$ cat config.mk
export PLATFORM = sky130hd
export DESIGN_NAME = ucs_step_logic
export DESIGN_NICKNAME = d
export VERILOG_FILES = /design/src/hw/rtl/ucs_pkg.sv /design/src/hw/rtl/ucs_step_logic.sv
export SDC_FILE = /design/constraint.sdc
export NUM_CORES = 1
export LEC_CHECK = 0
export ABC_CLOCK_PERIOD_IN_PS = 9800
export BUFFER_PORTS_ARGS = -buffer_cell sky130_fd_sc_hd__buf_4
export CORE_MARGIN = 3
export CORE_UTILIZATION = 30
export DETAILED_ROUTE_END_ITERATION = 10
export SYNTH_ARGS = -nofsm -noshare
export SYNTH_HDL_FRONTEND = slang
export SYNTH_SLANG_ARGS = --single-unit
$ cat constraint.sdc
create_clock -name vclk -period 9.8
set_input_delay 0.49 -clock vclk [all_inputs]
set_output_delay 0.49 -clock vclk [all_outputs]
set_load 0.1 [all_outputs]
$ cat src/hw/rtl/ucs_pkg.sv
// ----------------------------------------------------------------------------
// ucs_pkg: control stage sequencer shared definitions
// Event, result, configuration and sequencer state types, stage and event
// codes, and configuration register indexes.
// ----------------------------------------------------------------------------
package ucs_pkg;

    localparam logic [1:0] FUNC_SETUP   = 2'd0;
    localparam logic [1:0] FUNC_OUT_RX  = 2'd1;
    localparam logic [1:0] FUNC_IN_DONE = 2'd2;

    localparam int CFG_IDX_W = 1;
    localparam logic [CFG_IDX_W-1:0] CFG_MAX_PACKET_SIZE = 1'd0;
    localparam logic [CFG_IDX_W-1:0] CFG_BUFFER_CAPACITY = 1'd1;

    localparam logic [6:0]  MPS_MIN        = 7'd8;
    localparam logic [6:0]  MPS_MAX        = 7'd64;
    localparam logic [6:0]  MPS_RESET      = 7'd64;
    localparam logic [15:0] CAPACITY_RESET = 16'd256;

    typedef enum logic [2:0] {
        ST_IDLE       = 3'd0,
        ST_DATA_IN    = 3'd1,
        ST_LAST_IN    = 3'd2,
        ST_DATA_OUT   = 3'd3,
        ST_LAST_OUT   = 3'd4,
        ST_STATUS_IN  = 3'd5,
        ST_STATUS_OUT = 3'd6
    } stage_t;

    typedef struct packed {
        logic [1:0]  func;
        logic [15:0] request_length;
        logic        direction_in;
        logic        handler_ok;
        logic [15:0] reply_length;
        logic        completion_wanted;
        logic [6:0]  packet_bytes;
    } evt_item_t;

    typedef struct packed {
        logic        send_valid;
        logic [6:0]  send_length;
        logic [15:0] buffer_offset;
        logic [6:0]  expected_bytes;
        logic        stall_res;
        logic        nak_on;
        logic        nak_off;
        logic        completion_fired;
        logic [2:0]  stage;
    } res_item_t;

    typedef struct packed {
        logic [CFG_IDX_W-1:0] index;
        logic [15:0]          wdata;
    } cfg_item_t;

    typedef struct packed {
        stage_t      stage;
        logic [15:0] saved_length;
        logic [15:0] byte_count;
        logic [15:0] byte_offset;
        logic        completion_pending;
    } seq_state_t;

endpackage

$ cat src/hw/rtl/ucs_step_logic.sv
// ----------------------------------------------------------------------------
// ucs_step_logic: stage transition logic
// Computes the next sequencer state and the result for one event.
// ----------------------------------------------------------------------------
module ucs_step_logic (
    input  ucs_pkg::seq_state_t st,
    input  ucs_pkg::evt_item_t  evt,
    input  logic [6:0]          mps,
    input  logic [15:0]         capacity,
    output ucs_pkg::seq_state_t st_next,
    output ucs_pkg::res_item_t  res
);

    logic [15:0]     mps_w;
    logic [15:0]     setup_count;
    logic [15:0]     chunk_count;
    logic [15:0]     chunk_offset;
    logic            chunk_full;
    logic [6:0]      chunk_len;
    ucs_pkg::stage_t chunk_stage;
    logic [15:0]     chunk_count_next;
    logic [15:0]     chunk_offset_next;
    logic [15:0]     remain;
    logic [6:0]      recv_want;
    logic            recv_match;
    logic [15:0]     remain_after;
    logic [15:0]     recv_count_next;

    assign mps_w       = {9'd0, mps};
    assign setup_count = (evt.reply_length < evt.request_length) ? evt.reply_length
                                                                 : evt.request_length;

    // shared packet split for the IN data stage
    assign chunk_count  = (evt.func == ucs_pkg::FUNC_SETUP) ? setup_count : st.byte_count;
    assign chunk_offset = (evt.func == ucs_pkg::FUNC_SETUP) ? 16'd0 : st.byte_offset;
    assign chunk_full   = mps_w < chunk_count;
    assign chunk_len    = chunk_full ? mps : chunk_count[6:0];
    assign chunk_stage  = chunk_full ? ucs_pkg::ST_DATA_IN : ucs_pkg::ST_LAST_IN;
    assign chunk_count_next  = chunk_full ? chunk_count - mps_w : 16'd0;
    assign chunk_offset_next = chunk_full ? chunk_offset + mps_w : 16'd0;

    // OUT data packet check
    assign remain          = (st.saved_length > st.byte_count) ?
                             st.saved_length - st.byte_count : 16'd0;
    assign recv_want       = (remain < mps_w) ? remain[6:0] : mps;
    assign recv_match      = evt.packet_bytes == recv_want;
    assign remain_after    = remain - {9'd0, recv_want};
    assign recv_count_next = st.byte_count + {9'd0, recv_want};

    always_comb
    begin
        st_next = st;
        res     = '0;
        unique case (evt.func)
            ucs_pkg::FUNC_SETUP:
            begin
                st_next.completion_pending = 1'b0;
                st_next.saved_length       = evt.request_length;
                res.nak_on                 = 1'b1;
                if (evt.request_length == 16'd0 || evt.direction_in)
                begin
                    st_next.completion_pending = evt.completion_wanted;
                    st_next.byte_offset        = 16'd0;
                    st_next.byte_count         = evt.request_length;
                    if (!evt.handler_ok)
                    begin
                        res.stall_res = 1'b1;
                        st_next.stage = ucs_pkg::ST_IDLE;
                    end
                    else if (evt.request_length != 16'd0)
                    begin
                        res.send_valid      = 1'b1;
                        res.send_length     = chunk_len;
                        res.buffer_offset   = chunk_offset;
                        st_next.stage       = chunk_stage;
                        st_next.byte_count  = chunk_count_next;
                        st_next.byte_offset = chunk_offset_next;
                    end
                    else
                    begin
                        res.send_valid     = 1'b1;
                        st_next.byte_count = setup_count;
                        st_next.stage      = ucs_pkg::ST_STATUS_IN;
                    end
                end
                else if (evt.request_length > capacity)
                begin
                    res.stall_res = 1'b1;
                    st_next.stage = ucs_pkg::ST_IDLE;
                end
                else
                begin
                    st_next.byte_offset = 16'd0;
                    st_next.byte_count  = 16'd0;
                    st_next.stage       = (evt.request_length > mps_w) ?
                                          ucs_pkg::ST_DATA_OUT : ucs_pkg::ST_LAST_OUT;
                    res.nak_off         = 1'b1;
                end
            end
            ucs_pkg::FUNC_OUT_RX:
            begin
                unique case (st.stage)
                    ucs_pkg::ST_DATA_OUT,
                    ucs_pkg::ST_LAST_OUT:
                    begin
                        res.buffer_offset  = st.byte_count;
                        res.expected_bytes = recv_want;
                        if (!recv_match)
                        begin
                            res.stall_res = 1'b1;
                            st_next.stage = ucs_pkg::ST_IDLE;
                        end
                        else if (st.stage == ucs_pkg::ST_DATA_OUT)
                        begin
                            st_next.byte_count = recv_count_next;
                            if (remain_after <= mps_w)
                            begin
                                st_next.stage = ucs_pkg::ST_LAST_OUT;
                            end
                        end
                        else
                        begin
                            st_next.byte_count         = recv_count_next;
                            st_next.completion_pending = evt.completion_wanted;
                            if (evt.handler_ok)
                            begin
                                res.send_valid = 1'b1;
                                st_next.stage  = ucs_pkg::ST_STATUS_IN;
                            end
                            else
                            begin
                                res.stall_res = 1'b1;
                                st_next.stage = ucs_pkg::ST_IDLE;
                            end
                        end
                    end
                    ucs_pkg::ST_STATUS_OUT:
                    begin
                        res.completion_fired       = st.completion_pending;
                        st_next.completion_pending = 1'b0;
                        st_next.stage              = ucs_pkg::ST_IDLE;
                    end
                    default:
                    begin
                        res.stall_res = 1'b1;
                        st_next.stage = ucs_pkg::ST_IDLE;
                    end
                endcase
            end
            ucs_pkg::FUNC_IN_DONE:
            begin
                unique case (st.stage)
                    ucs_pkg::ST_DATA_IN:
                    begin
                        res.send_valid      = 1'b1;
                        res.send_length     = chunk_len;
                        res.buffer_offset   = chunk_offset;
                        st_next.stage       = chunk_stage;
                        st_next.byte_count  = chunk_count_next;
                        st_next.byte_offset = chunk_offset_next;
                    end
                    ucs_pkg::ST_LAST_IN:
                    begin
                        res.nak_off   = 1'b1;
                        st_next.stage = ucs_pkg::ST_STATUS_OUT;
                    end
                    ucs_pkg::ST_STATUS_IN:
                    begin
                        res.completion_fired       = st.completion_pending;
                        st_next.completion_pending = 1'b0;
                        st_next.stage              = ucs_pkg::ST_IDLE;
                    end
                    default:
                    begin
                        res.stall_res = 1'b1;
                        st_next.stage = ucs_pkg::ST_IDLE;
                    end
                endcase
            end
            default:
            begin
                st_next = st;
            end
        endcase
        res.stage = st_next.stage;
    end

endmodule

# [Word level (Yosys, flattened, before mapping)]
# Cells that the tools add are included.
[word_totals] ff_bits=0 inputBits=119 output_inout_bits=90
[op_classes] n_addsub=5 magnitude_cmp=7 n_eq_ne=9 n_mux=67 reduce_logical=6
[ops] cell="$mux 16" n=11
[ops] cell="$mux 32" n=4
[ops] cell="$pmux 16 s3" n=2
[ops] cell="$mux 24" n=3
[ops] cell="$mux 23" n=2
[ops] cell="$add 16x7->16" n=2
[ops] cell="$gt 16x16->1" n=2
[ops] cell="$pmux 16 s2" n=1
[ops] cell="$sub 16x7->16" n=2
[ops] cell="$mux 3" n=10
[ops] cell="$mux 7" n=3
[ops] cell="$mux 1" n=20
[ops] cell="$gt 16x7->1" n=1
[ops] cell="$le 16x7->1" n=1
[ops] cell="$logic_not 16->1" n=1
[ops] cell="$lt 16x16->1" n=1
[ops] cell="$lt 16x7->1" n=1
[ops] cell="$lt 7x16->1" n=1
[ops] cell="$reduce_bool 16->1" n=1
[ops] cell="$sub 16x16->16" n=1
[ops] cell="$pmux 7 s2" n=1
[ops] cell="$eq 3x3->1 const B" n=3
[ops] cell="$pmux 1 s3" n=3
[ops] cell="$pmux 3 s3" n=1
[ops] cell="12 further kinds" n=16

# [Logic depth before layout (Yosys ltp)]
[depth] depth_word=11 ltp_mapped=37

# [Worst setup path before layout]
# Ideal clock, no wire load.
[synth_path] path_type="input -> output" from="in st[29] (netlist bit)" to="out st_next[49] (netlist bit)" t_arrival_ns=8.988 required_time_ns=9.310 setup_slack_ns=0.322 path_stages=33 path_buffers=4 cell_sequence="clkbuf_1 inv_1 ha_1 buf_2 nand2_1 o21ai_0 a21oi_1 o211a_2 nor3_1 ha_1 o2111ai_1 a221oi_1 nor3_1 nand2_1 o32ai_1 nand2_1 clkbuf_1 o21ai_0 ha_1 inv_1 fa_1 a21o_1 a21oi_1 o21bai_1 a21oi_1 xnor2_1 ha_1 o21a_1 o32ai_1 a31oi_1 a21oi_1 o21ai_0 buf_4"
[synth_lines] element="start, declared" line_no="ucs_step_logic.sv:6" rtl="input ucs_pkg::seq_state_t st,"
[synth_lines] element="end, declared" line_no="ucs_step_logic.sv:10" rtl="output ucs_pkg::seq_state_t st_next,"

==> flow_summary.ini <==
[synth]
synth_cells = 1126
synth_area_leaders = ha_1 17%, a21oi_1 7.6%, nand2_1 5.8%, nor2_1 5.3%, inv_1 5.0%
yosysMostFrequentCell = nand2_1
synth_fp_nets = 1346
synth_top_area_share = 0.1666
synthTopCellsByCount = 111 x nand2_1, 109 x a21oi_1, 102 x nor2_1, 97 x inv_1, 96 x ha_1
synth.yosys.seq_area_share = 0
yosys.area.top_type = ha_1
syn_area_sq_mm = 0.007212
syn_area_per_cell_sq_um = 6.405
synth_cell_types = 85
ys_warn_count = 0

[pwr]
combPwrFrac = 1.000
p_leak_nw = 4.169
peakVddDrop_v = 0.00007392
switching_power_uw = 559.2
p_sw_frac = 0.6752
p_int_uw = 269.0
seqPwrFrac = 0
clkPwrFrac = 0
power_density_mw_per_mm2 = 91.99

[setup_path]
slowest_delay_ps = 600
critPathKind = in2out
cp_common_cell = a21oi_1
endpoint_kind = primary output
setup.worst_path.start_class = primary input
cp_max_fo = 11
critPathSlowestCell = or4b_2
worstPathRequired_ps = 9310
critical_path_arrival_ps = 8770

[global_routing]
grt_max_degree = 47
grt_pass1_wl_um = 51610
grt-ovfl-total = 0
antenna_found_initial = 0
grt_pass1_vias = 9101
grt.total_usage = 0.2461

[clock_network]
post_cts_buffers = 0
post_cts_resized = 0
hold_buffers = 0

[floorplanning]
die_area_sq_mm = 0.02594
die_w_um = 161.0
num_rows = 56
core_sq_mm = 0.02354
ioPinCount = 209
fp.dieH_um = 161.0
start_util = 0.3063

[timing]
grt_setup_unrepaired = false
fin_crit_sh = 0.9451
tightestPinTransition_ps = 1266
fmax_ghz = 0.1080
slew_headroom = 0.1529
tns_ps = 0
period_minus_slack_ps = 9262
setup_viol = 0
maxSlewViolCount = 0
hold_viol = 0

[layout]
regArea_sq_um = 0
nFillCells = 2609
fin_util = 0.3824
drive_gt1_frac = 0.2050
design.seq.count = 0
syn_to_final_growth_pct = 24.83
clock_buffer_count = 0
antennaDiodeCount = 0
num-nets-final = 1505

[drt]
viasPerCell = 5.948
wl_per_cell_um = 21.13
routed_wl_um = 33840
drtPass1Iterations = 5
drc = 0
drtIter0Drc = 867
route.vias.total = 9529
ant_nets = 0

[hold_path]
min_path_type = in2out

[job]
max_cap_violations = 0

[placement]
gp_congestion = 0.9450
io_buffers = 209
place_hpwl_um = 27470

[outcome]
status = finished, final reports clean
path summary, 6_finish.rpt:
path                    from         end  slack (ps)  cells past startpoint
worst max-delay path  st[28]      res[2]         540                     32
worst min-delay path  st[50]  st_next[0]        1420                      3
final cells by class:
| class | count | area (sq um) | area share |
|---|---|---|---|
| multi-input combinational | 970 | 6618 | 0.7351 |
| timing repair buffer | 216 | 1622 | 0.1801 |
| inverter | 97 | 364.1 | 0.04044 |
| tap | 319 | 399.1 | 0.04434 |
layout by cell type, fill, tap and decap left out, types with 5 or more instances in the layout:
| cell | count |
|---|---|
| or4_1 | 7 |
| ha_1 | 95 |
| o21ai_0 | 70 |
| buf_4 | 216 |
| a22o_1 | 9 |
| or2_2 | 5 |
| nor2b_1 | 25 |
| and2_1 | 5 |
| mux2_2 | 14 |
| nand3_1 | 34 |
| nor3_1 | 31 |
| fa_1 | 5 |
| o221ai_1 | 17 |
| xor2_1 | 11 |
| and3_1 | 8 |
| inv_1 | 97 |
| o21ai_1 | 7 |
| o21bai_1 | 10 |
| nor2_1 | 102 |
| nand4_1 | 13 |
| o31ai_1 | 15 |
| mux2i_1 | 12 |
| a221o_1 | 7 |
| or3_1 | 7 |
| o211ai_1 | 12 |
| a31oi_1 | 14 |
| a32oi_1 | 5 |
| o21a_1 | 16 |
| a211oi_1 | 13 |
| nand2b_1 | 17 |
| xnor2_1 | 23 |
| nand2_1 | 111 |
| a21oi_1 | 108 |
| a22oi_1 | 19 |
| o22ai_1 | 14 |
| nor4_1 | 9 |
| a21o_1 | 20 |
cells by family after synthesis:
logic type | synth area share
AOI/OAI and AO/OA | 0.3926
and+or+nand+nor | 0.2608
buffers and inverters | 0.08414
adders and majority gates | 0.1804
xor gates and xnor gates | 0.04355
muxes | 0.03852
through the flow:
| stage | std cells | setup slack, ps | instance area, sq um | total power, mW | hold WS, ps |
|---|---|---|---|---|---|
| floorplan | 1126 | 321.7 | 7212 | 0.5943 | 1390 |
| finish | 1602 | 538.3 | 9002 | 0.8281 | 1420 |
| CTS | 1602 | 741.0 | 9002 | 0.8185 | 1418 |
| global placement | 1602 | 1043 | 9002 | 0.8104 | 1412 |
| global route | 1602 | 41.78 | 9002 | 0.8940 | 1427 |
| detailed placement | 1602 | 774.7 | 9002 | 0.8136 | 1414 |
power by group through the flow:
stage               Clock, mW  Sequential (mW)  Combinational [mW]
CTS                         0                0               0.819
global route                0                0               0.894
detailed placement          0                0               0.814
global placement            0                0               0.810
finish                      0                0               0.828
floorplan                   0                0               0.594
per-layer routing:
metal  track usage  vias up  wire length (um)
li1              -     4527                 -
met1        0.3421     4408             14480
met2        0.4106      529             15590
met3       0.02488       65              2918
met4       0.05866        0               859
met5             0        -                 0
critical path: cells and delay by family:
family          cells  cell delay, ps
fa+ha+maj           4            1500
simple gates        8            2270
compound gates     16            3850
buf+inv             4             650
Note: power is estimated with default switching activity, not from simulation.
